$ cat config.mk
export PLATFORM = sky130hd
export DESIGN_NAME = can_bit_timing_search_top
export DESIGN_NICKNAME = d
export VERILOG_FILES = /design/src/design/cbts_pkg.sv /design/src/design/cbts_divider.sv /design/src/design/cbts_search.sv /design/src/design/can_bit_timing_search_top.sv
export SDC_FILE = /design/constraint.sdc
export NUM_CORES = 1
export LEC_CHECK = 0
export BUFFER_PORTS_ARGS = -buffer_cell sky130_fd_sc_hd__buf_4
export CAP_MARGIN = 20
export CORE_MARGIN = 5
export CORE_UTILIZATION = 60
export CTS_CLUSTER_DIAMETER = 80
export DETAILED_ROUTE_END_ITERATION = 10
export PLACE_DENSITY = 0.89
export SYNTH_ARGS = -nofsm -noshare
export SYNTH_HDL_FRONTEND = slang
export SYNTH_SLANG_ARGS = --single-unit
$ cat constraint.sdc
create_clock -name clk -period 4.4 [get_ports clk]
set_input_delay 1.32 -clock clk [delete_from_list [all_inputs] [get_ports clk]]
set_output_delay 1.32 -clock clk [all_outputs]
set_load 0.01 [all_outputs]
$ cat src/design/cbts_pkg.sv
package cbts_pkg;

    // Word widths on the stream ports
    localparam int CLK_W       = 32;
    localparam int BAUD_W      = 20;
    localparam int IN_TDATA_W  = 56;
    localparam int DIV_W       = 4;
    localparam int TWORD_W     = 15;
    localparam int OUT_TDATA_W = 24;

    // Search counters
    localparam int QUANTA_W = 6;
    localparam int SEGS_W   = 5;
    localparam int STEP_W   = 10;   // (div + 1) * quanta, at most 512
    localparam int PROD_W   = 14;   // (div + 1) * quanta * segs, at most 8704
    localparam int CNT_W    = $clog2(CLK_W);

    localparam logic [DIV_W-1:0]    DIV_LAST    = 4'd15;
    localparam logic [QUANTA_W-1:0] QUANTA_LAST = 6'd32;
    localparam logic [SEGS_W-1:0]   SEGS_FIRST  = 5'd3;
    localparam logic [SEGS_W-1:0]   SEGS_LAST   = 5'd17;
    localparam logic [3:0]          SJW_MAX     = 4'd3;

    typedef enum logic [1:0] {
        ST_IDLE,
        ST_DIV,
        ST_SEARCH,
        ST_OUT
    } state_t;

    // Outcome of one search pass
    typedef struct packed {
        logic                found;
        logic [DIV_W-1:0]    div;
        logic [QUANTA_W-1:0] quanta;
        logic [SEGS_W-1:0]   segs;
    } search_res_t;

    // Pack quanta and total segments into the bit timing word
    function automatic logic [TWORD_W-1:0] pack_timing(
        input logic [QUANTA_W-1:0] quanta,
        input logic [SEGS_W-1:0]   segs
    );
        logic [SEGS_W-1:0]   rest;
        logic [3:0]          seg1;
        logic [3:0]          seg2;
        logic [1:0]          sjw;
        logic [QUANTA_W-1:0] qm1;
        rest = segs - SEGS_FIRST;
        seg1 = rest[4:1];
        seg2 = rest[3:0] - seg1;
        sjw  = (seg1 > SJW_MAX) ? SJW_MAX[1:0] : seg1[1:0];
        qm1  = quanta - 6'd1;
        return {seg2[2:0], seg1, sjw, qm1};
    endfunction

endpackage

$ cat src/design/cbts_divider.sv
module cbts_divider (
    input  logic                          clk,
    input  logic                          rst_n,
    input  logic                          start,
    input  logic [cbts_pkg::CLK_W-1:0]    dividend,
    input  logic [cbts_pkg::BAUD_W-1:0]   divisor,
    output logic                          done,
    output logic [cbts_pkg::CLK_W-1:0]    quotient
);
    import cbts_pkg::*;

    logic              busy_reg, busy_next;
    logic              done_reg, done_next;
    logic [CNT_W-1:0]  count_reg, count_next;
    logic [CLK_W-1:0]  quo_reg, quo_next;
    logic [BAUD_W-1:0] rem_reg, rem_next;
    logic [BAUD_W-1:0] dvs_reg, dvs_next;

    logic [BAUD_W:0]   rem_sh;
    logic [BAUD_W:0]   diff;
    logic              ge;

    // One restoring step: shift in the next dividend bit, trial subtract
    assign rem_sh = {rem_reg, quo_reg[CLK_W-1]};
    assign ge     = (rem_sh >= {1'b0, dvs_reg});
    assign diff   = rem_sh - {1'b0, dvs_reg};

    always_comb
    begin
        busy_next  = busy_reg;
        done_next  = 1'b0;
        count_next = count_reg;
        quo_next   = quo_reg;
        rem_next   = rem_reg;
        dvs_next   = dvs_reg;
        if (start)
        begin
            busy_next  = 1'b1;
            count_next = '0;
            quo_next   = dividend;
            rem_next   = '0;
            dvs_next   = divisor;
        end
        else if (busy_reg)
        begin
            rem_next   = ge ? diff[BAUD_W-1:0] : rem_sh[BAUD_W-1:0];
            quo_next   = {quo_reg[CLK_W-2:0], ge};
            count_next = count_reg + 1'b1;
            if (count_reg == CNT_W'(CLK_W - 1))
            begin
                busy_next = 1'b0;
                done_next = 1'b1;
            end
        end
    end

    always_ff @(posedge clk or negedge rst_n)
    begin
        if (!rst_n)
        begin
            busy_reg  <= 1'b0;
            done_reg  <= 1'b0;
            count_reg <= '0;
        end
        else
        begin
            busy_reg  <= busy_next;
            done_reg  <= done_next;
            count_reg <= count_next;
        end
    end

    always_ff @(posedge clk)
    begin
        quo_reg <= quo_next;
        rem_reg <= rem_next;
        dvs_reg <= dvs_next;
    end

    assign done     = done_reg;
    assign quotient = quo_reg;

endmodule

$ cat src/design/cbts_search.sv
module cbts_search (
    input  logic                        clk,
    input  logic                        rst_n,
    input  logic                        start,
    input  logic [cbts_pkg::CLK_W-1:0]  target,
    output logic                        done,
    output cbts_pkg::search_res_t       res
);
    import cbts_pkg::*;

    logic                busy_reg, busy_next;
    logic                done_reg, done_next;
    logic                found_reg, found_next;
    logic [DIV_W-1:0]    div_reg, div_next;
    logic [QUANTA_W-1:0] quanta_reg, quanta_next;
    logic [SEGS_W-1:0]   segs_reg, segs_next;
    logic [STEP_W-1:0]   step_reg, step_next;
    logic [PROD_W-1:0]   prod_reg, prod_next;

    logic                hit;
    logic                last;
    logic [STEP_W-1:0]   step_q;
    logic [STEP_W-1:0]   step_d;
    logic [STEP_W-1:0]   step_new;
    logic [PROD_W-1:0]   prod_first;

    // Running product is kept equal to (div + 1) * quanta * segs
    assign hit  = (target == {{(CLK_W-PROD_W){1'b0}}, prod_reg});
    assign last = (div_reg == DIV_LAST) && (quanta_reg == QUANTA_LAST)
                  && (segs_reg == SEGS_LAST);

    assign step_q     = step_reg + {{(STEP_W-DIV_W-1){1'b0}}, 1'b0, div_reg} + 1'b1;
    assign step_d     = {{(STEP_W-DIV_W-1){1'b0}}, 1'b0, div_reg} + 2'd2;
    assign step_new   = (quanta_reg != QUANTA_LAST) ? step_q : step_d;
    assign prod_first = {{(PROD_W-STEP_W){1'b0}}, step_new}
                        + {{(PROD_W-STEP_W-1){1'b0}}, step_new, 1'b0};

    always_comb
    begin
        busy_next   = busy_reg;
        done_next   = 1'b0;
        found_next  = found_reg;
        div_next    = div_reg;
        quanta_next = quanta_reg;
        segs_next   = segs_reg;
        step_next   = step_reg;
        prod_next   = prod_reg;
        if (start)
        begin
            busy_next   = 1'b1;
            found_next  = 1'b0;
            div_next    = '0;
            quanta_next = QUANTA_W'(1);
            segs_next   = SEGS_FIRST;
            step_next   = STEP_W'(1);
            prod_next   = PROD_W'(SEGS_FIRST);
        end
        else if (busy_reg)
        begin
            if (hit || last)
            begin
                busy_next  = 1'b0;
                done_next  = 1'b1;
                found_next = hit;
            end
            else if (segs_reg != SEGS_LAST)
            begin
                segs_next = segs_reg + 1'b1;
                prod_next = prod_reg + {{(PROD_W-STEP_W){1'b0}}, step_reg};
            end
            else
            begin
                // Wrap segments; advance quanta, or the divider on its last quanta
                segs_next = SEGS_FIRST;
                step_next = step_new;
                prod_next = prod_first;
                if (quanta_reg != QUANTA_LAST)
                begin
                    quanta_next = quanta_reg + 1'b1;
                end
                else
                begin
                    quanta_next = QUANTA_W'(1);
                    div_next    = div_reg + 1'b1;
                end
            end
        end
    end

    always_ff @(posedge clk or negedge rst_n)
    begin
        if (!rst_n)
        begin
            busy_reg   <= 1'b0;
            done_reg   <= 1'b0;
            found_reg  <= 1'b0;
            div_reg    <= '0;
            quanta_reg <= QUANTA_W'(1);
            segs_reg   <= SEGS_FIRST;
        end
        else
        begin
            busy_reg   <= busy_next;
            done_reg   <= done_next;
            found_reg  <= found_next;
            div_reg    <= div_next;
            quanta_reg <= quanta_next;
            segs_reg   <= segs_next;
        end
    end

    always_ff @(posedge clk)
    begin
        step_reg <= step_next;
        prod_reg <= prod_next;
    end

    assign done       = done_reg;
    assign res.found  = found_reg;
    assign res.div    = div_reg;
    assign res.quanta = quanta_reg;
    assign res.segs   = segs_reg;

endmodule

$ cat src/design/can_bit_timing_search_top.sv
// A zero bit rate gives a waiting result in the cycle after the word is accepted;
//   otherwise the word passes through the division and then the search.
// Throughput: one word at a time; the next word is taken once the result is taken.
//   The search unit tries one (divider, quanta, segments) combination per cycle.
// Reset: rst_n is asynchronous, active low; the block comes up idle and ready.
module can_bit_timing_search_top (
    input  logic                              clk,
    input  logic                              rst_n,
    input  logic                              s_tvalid,
    output logic                              s_tready,
    // s_tdata: [31:0] clock_hz, [51:32] baud_hz, [55:52] zero
    input  logic [cbts_pkg::IN_TDATA_W-1:0]   s_tdata,
    output logic                              m_tvalid,
    input  logic                              m_tready,
    // m_tdata: [3:0] prescale_div, [18:4] timing_word, [23:19] zero
    output logic [cbts_pkg::OUT_TDATA_W-1:0]  m_tdata,
    // m_tuser: [0] found
    output logic                              m_tuser
);
    import cbts_pkg::*;

    state_t             state_reg, state_next;

    logic [CLK_W-1:0]   clock_hz;
    logic [BAUD_W-1:0]  baud_hz;
    logic               baud_zero;

    logic               div_start;
    logic               div_done;
    logic [CLK_W-1:0]   quotient;
    logic               srch_start;
    logic               srch_done;
    search_res_t        srch_res;

    logic               load_hit;
    logic               load_zero;
    logic               found_reg;
    logic [DIV_W-1:0]   pdiv_reg;
    logic [TWORD_W-1:0] tword_reg;

    assign clock_hz  = s_tdata[CLK_W-1:0];
    assign baud_hz   = s_tdata[CLK_W+BAUD_W-1:CLK_W];
    assign baud_zero = (baud_hz == '0);

    // Clocks per bit, one quotient bit per cycle
    cbts_divider u_div (
        .clk      (clk),
        .rst_n    (rst_n),
        .start    (div_start),
        .dividend (clock_hz),
        .divisor  (baud_hz),
        .done     (div_done),
        .quotient (quotient)
    );

    // Ordered search over divider, quanta and segments
    cbts_search u_srch (
        .clk    (clk),
        .rst_n  (rst_n),
        .start  (srch_start),
        .target (quotient),
        .done   (srch_done),
        .res    (srch_res)
    );

    // Next state
    always_comb
    begin
        state_next = state_reg;
        case (state_reg)
            ST_IDLE:
            begin
                if (s_tvalid)
                begin
                    state_next = baud_zero ? ST_OUT : ST_DIV;
                end
            end
            ST_DIV:
            begin
                if (div_done)
                begin
                    state_next = ST_SEARCH;
                end
            end
            ST_SEARCH:
            begin
                if (srch_done)
                begin
                    state_next = ST_OUT;
                end
            end
            ST_OUT:
            begin
                if (m_tready)
                begin
                    state_next = ST_IDLE;
                end
            end
            default:
            begin
                state_next = ST_IDLE;
            end
        endcase
    end

    // Outputs of the sequencer
    always_comb
    begin
        s_tready   = 1'b0;
        m_tvalid   = 1'b0;
        div_start  = 1'b0;
        srch_start = 1'b0;
        load_hit   = 1'b0;
        load_zero  = 1'b0;
        case (state_reg)
            ST_IDLE:
            begin
                s_tready  = 1'b1;
                div_start = s_tvalid && !baud_zero;
                load_zero = s_tvalid && baud_zero;
            end
            ST_DIV:
            begin
                srch_start = div_done;
            end
            ST_SEARCH:
            begin
                load_hit = srch_done;
            end
            ST_OUT:
            begin
                m_tvalid = 1'b1;
            end
            default:
            begin
                s_tready = 1'b0;
            end
        endcase
    end

    always_ff @(posedge clk or negedge rst_n)
    begin
        if (!rst_n)
        begin
            state_reg <= ST_IDLE;
            found_reg <= 1'b0;
        end
        else
        begin
            state_reg <= state_next;
            if (load_zero)
            begin
                found_reg <= 1'b0;
            end
            else if (load_hit)
            begin
                found_reg <= srch_res.found;
            end
        end
    end

    // Hold the result word; a miss or a zero bit rate gives zero fields
    always_ff @(posedge clk)
    begin
        if (load_zero || (load_hit && !srch_res.found))
        begin
            pdiv_reg  <= '0;
            tword_reg <= '0;
        end
        else if (load_hit)
        begin
            pdiv_reg  <= srch_res.div;
            tword_reg <= pack_timing(srch_res.quanta, srch_res.segs);
        end
    end

    assign m_tdata = {{(OUT_TDATA_W-DIV_W-TWORD_W){1'b0}}, tword_reg, pdiv_reg};
    assign m_tuser = found_reg;

endmodule

==> impl_metrics.csv <==
group,metric,value,unit
sta,fin_crit,3.566,ns
sta,setup_viol,0,
grt,grt_pass1_vias,7194,
placement,gp_congestion,0.9154,
die,ios,87,
critical_path,max_stage_delay,0.59,ns
logic_synthesis,synth_edf_count,52,
critical_path,critical_path.cell_chain,"inv_1, ha_1, nor2b_1, nand3_1, mux2i_1, ha_1, fa_1, a21oi_1, maj3_2, o21ai_2, a31o_2, a31oi_1, nor3b_1",
die,core-area,0.01388,mm²
detailed_routing,first_pass_iters,5,
grt,grt_overflow,0,
pwr,pwr-share-clk,0.213,
sta,slew_headroom,0.2795,
critical_path,worstSetupEndpointType,"register",
cts,clkTransAtPathRegs,0.06,ns
die,num_rows,43,
critical_path,cp.arrival,3.88,ns
detailed_routing,met3_length,988,µm
logic_synthesis,synth_common_cells,"nand2_1 (173), nor2_1 (89), a21oi_1 (69)",
logic_synthesis,synth-seq-cells,143,
layout,regArea,0.003527,mm²
die,initial_core_util,0.6100,
logic_synthesis,yosys.area.top_type,"edfxtp_1",
cts,cts_tree,"yes",
detailed_routing,avgViaCountPerCell,5.908,
pwr,power_density,660.5,mW/mm²
layout,multi_input_area,0.004547,mm²
pwr,p_seq_frac,0.347,
detailed_routing,dr.max_layer_used,"met4",
detailed_routing,vias,7279,
sta,rsz0062_at_grt,"false",
layout,final_nets,1161,
grt,grt_max_degree,59,
worst_hold_path,hold_class,"reg -> reg",
placement,hpwl,13720,µm
logic_synthesis,syn_inst,973,
pwr,switching_share,0.3945,
detailed_routing,totalWireLength,20540,µm
layout,drive_gt1_frac,0.1302,
outcome,status,"finished, final reports clean",
pwr,irDropWorstVdd,388.5,µV
pwr,p_int,3883,µW
logic_synthesis,synthTopCellsByArea,"edfxtp_1 (18%), dfxtp_1 (15%), ha_1 (8.4%), nand2_1 (7.7%), dfrtp_1 (7.4%)",
cts,clock_path_buffers,2,
layout,largest_reg_flops,32,
layout,num-fill-cells,1003,
cts,clockRootBuffer,"clkbuf_16",
critical_path,crit_slowest_cell,"dfstp_2",
die,dieArea,0.01659,mm²
sta,hold_slack,0.4488,ns
cts,ctsHoldBuffers,0,
sta,worstMarginPinSlew,1.081,ns
detailed_routing,dr_wl_met2,10550,µm
detailed_routing,drc,0,
detailed_routing,drt-met1-wl,8497,µm
critical_path,worstSetupStartpointType,"register",
logic_synthesis,yosys_warnings,0,
logic_synthesis,synth_most_common_cell,"nand2_1",
detailed_routing,first_iter_violations,822,
die,fp.dieW,128.8,µm
sta,clock.fmax,280.4,MHz
detailed_routing,postRouteAntennaNets,0,
grt,grt.total_usage,0.2525,
pwr,p_leak,0.004402,µW
logic_synthesis,async_flop_share,0.1958,
sta,timing.final.crit_share,0.8105,
cts,cts_setup_buffers,0,
layout,area.growth.synth_to_final,14.67,%
logic_synthesis,ys_types,66,
logic_synthesis,synth.top_cell.area_share,0.1844,
cts,insertion_delay,0.43,ns
cts,htree_levels,4,
critical_path,crit_required,4.72,ns
critical_path,critical_path_class,"reg -> reg",
logic_synthesis,synth-seq-area-share,0.4166,
pwr,p_comb_frac,0.441,
job,drv_cap,0,
sta,drv_slew,0,
placement,portBuffers,77,
sta,fin_skew,0.009198,ns
sta,final_hold_viol_count,0,
critical_path,cp_common_cell,"ha_1",
layout,num_antenna_cells,0,
critical_path,critPathMaxFanout,12,
cts,numCtsBuffers,17,
cts,cts_sinks,143,
logic_synthesis,avgSynthCellArea,8.702,µm²
cts,ctsResizeCount,0,
logic_synthesis,synth-main-ff-cell,"dfxtp_1",
grt,antenna_found_initial,0,
sta,tns,0,ns
pwr,power.net_switching,2530,µW
logic_synthesis,syn_area,0.008467,mm²
detailed_routing,avgRoutedWirePerCell,16.67,µm
die,die_h,128.8,µm
grt,grt_pass1_wl,33820,µm
-- per-stage QoR --
stage	instance area, µm²	power [µW]	instances	worst slack [ns]	util
global route	9709	6837	1232	0.5142	0.6995
detailed placement	9159	4926	1200	0.8584	0.6598
global placement	9159	4790	1200	0.9398	0.6598
floorplan	8482	4350	977	1.186	-
CTS	9709	6381	1232	0.8501	0.6995
finish	9709	6413	1232	0.8336	0.6995
-- worst max-delay path: cells and delay by family (launching register included) --
family / cells / cell delay (ns)
multiplexers: 1 / 0.27
AO/OA/AOI/OAI: 4 / 0.74
adder cells (fa/ha/maj): 4 / 1.16
AND/OR/NAND/NOR: 3 / 0.61
buffers and inverters: 1 / 0.06
flip-flops: 1 / 0.59
-- layout by cell type, fill, tap and decap left out, drive strengths merged, types with 6 or more instances in the layout --
master  instances
dfxtp          63
clkbuf         19
and3           13
a211oi         17
inv            57
edfxtp         52
nor3           21
dfrtp          25
xnor2          39
a31oi           6
nand2         173
nor2b          12
o21ai          51
a21o           18
mux2i           9
nand3          21
clkinv          8
xor2           28
ha             57
a21oi          72
nand4          13
nor2           89
buf            87
o21a            6
nand2b          7
o211ai         13
nor4           11
-- area by class of cell --
cell class / instances / area share
sequential: 143 / 0.3633
clock inverter: 13 / 0.01211
inverter: 55 / 0.02126
timing repair buffer: 87 / 0.06727
multi-input combinational: 735 / 0.4683
clock buffer: 19 / 0.04459
tap: 180 / 0.02320
-- power by group through the flow --
stage          clock [µW]  combinational (µW)  sequential, µW
5_1_grt              1430                3140            2260
3_5_place_dp            0                2710            2210
6_report             1360                2830            2220
2_1_floorplan           0                2240            2110
4_1_cts              1380                2790            2210
3_3_place_gp            0                2590            2200
-- path summary, 6_finish.rpt --
kind | to | cells past startpoint | slack [ns] | start
max in group asynchronous | u_srch.segs_reg[1] | 1 | 3.28 | rst_n
min in group asynchronous | u_srch.quanta_reg[1] | 1 | 0.80 | rst_n
worst min-delay path | u_div.rem_reg[19] | 2 | 0.45 | u_div.rem_reg[19]
worst max register to register | u_srch.prod_reg[11] | 13 | 0.83 | u_srch.quanta_reg[0]
worst min register to register | u_div.rem_reg[19] | 2 | 0.45 | u_div.rem_reg[19]
worst max-delay path | u_srch.prod_reg[11] | 13 | 0.83 | u_srch.quanta_reg[0]
-- layer usage --
layer / vias up / track usage
met5: - / 0
met4: 0 / 0.09697
met3: 55 / 0.04857
met2: 234 / 0.4445
met1: 3483 / 0.3057
li1: 3507 / -
-- logic make-up (layout without fill, tap and decap cells) --
logic type / Yosys count / in the layout / share of synthesized area
flops: 143 / 143 / 0.4166
mux: 9 / 9 / 0.01064
compound gates: 211 / 211 / 0.1578
simple gates: 379 / 379 / 0.1976
fa+ha+maj: 64 / 64 / 0.09857
buf+inv: 99 / 174 / 0.04906
xor+xnor: 67 / 67 / 0.06931
other cells: 1 / 5 / 0.0004429
No activity file was read; power rests on OpenSTA's default activity.
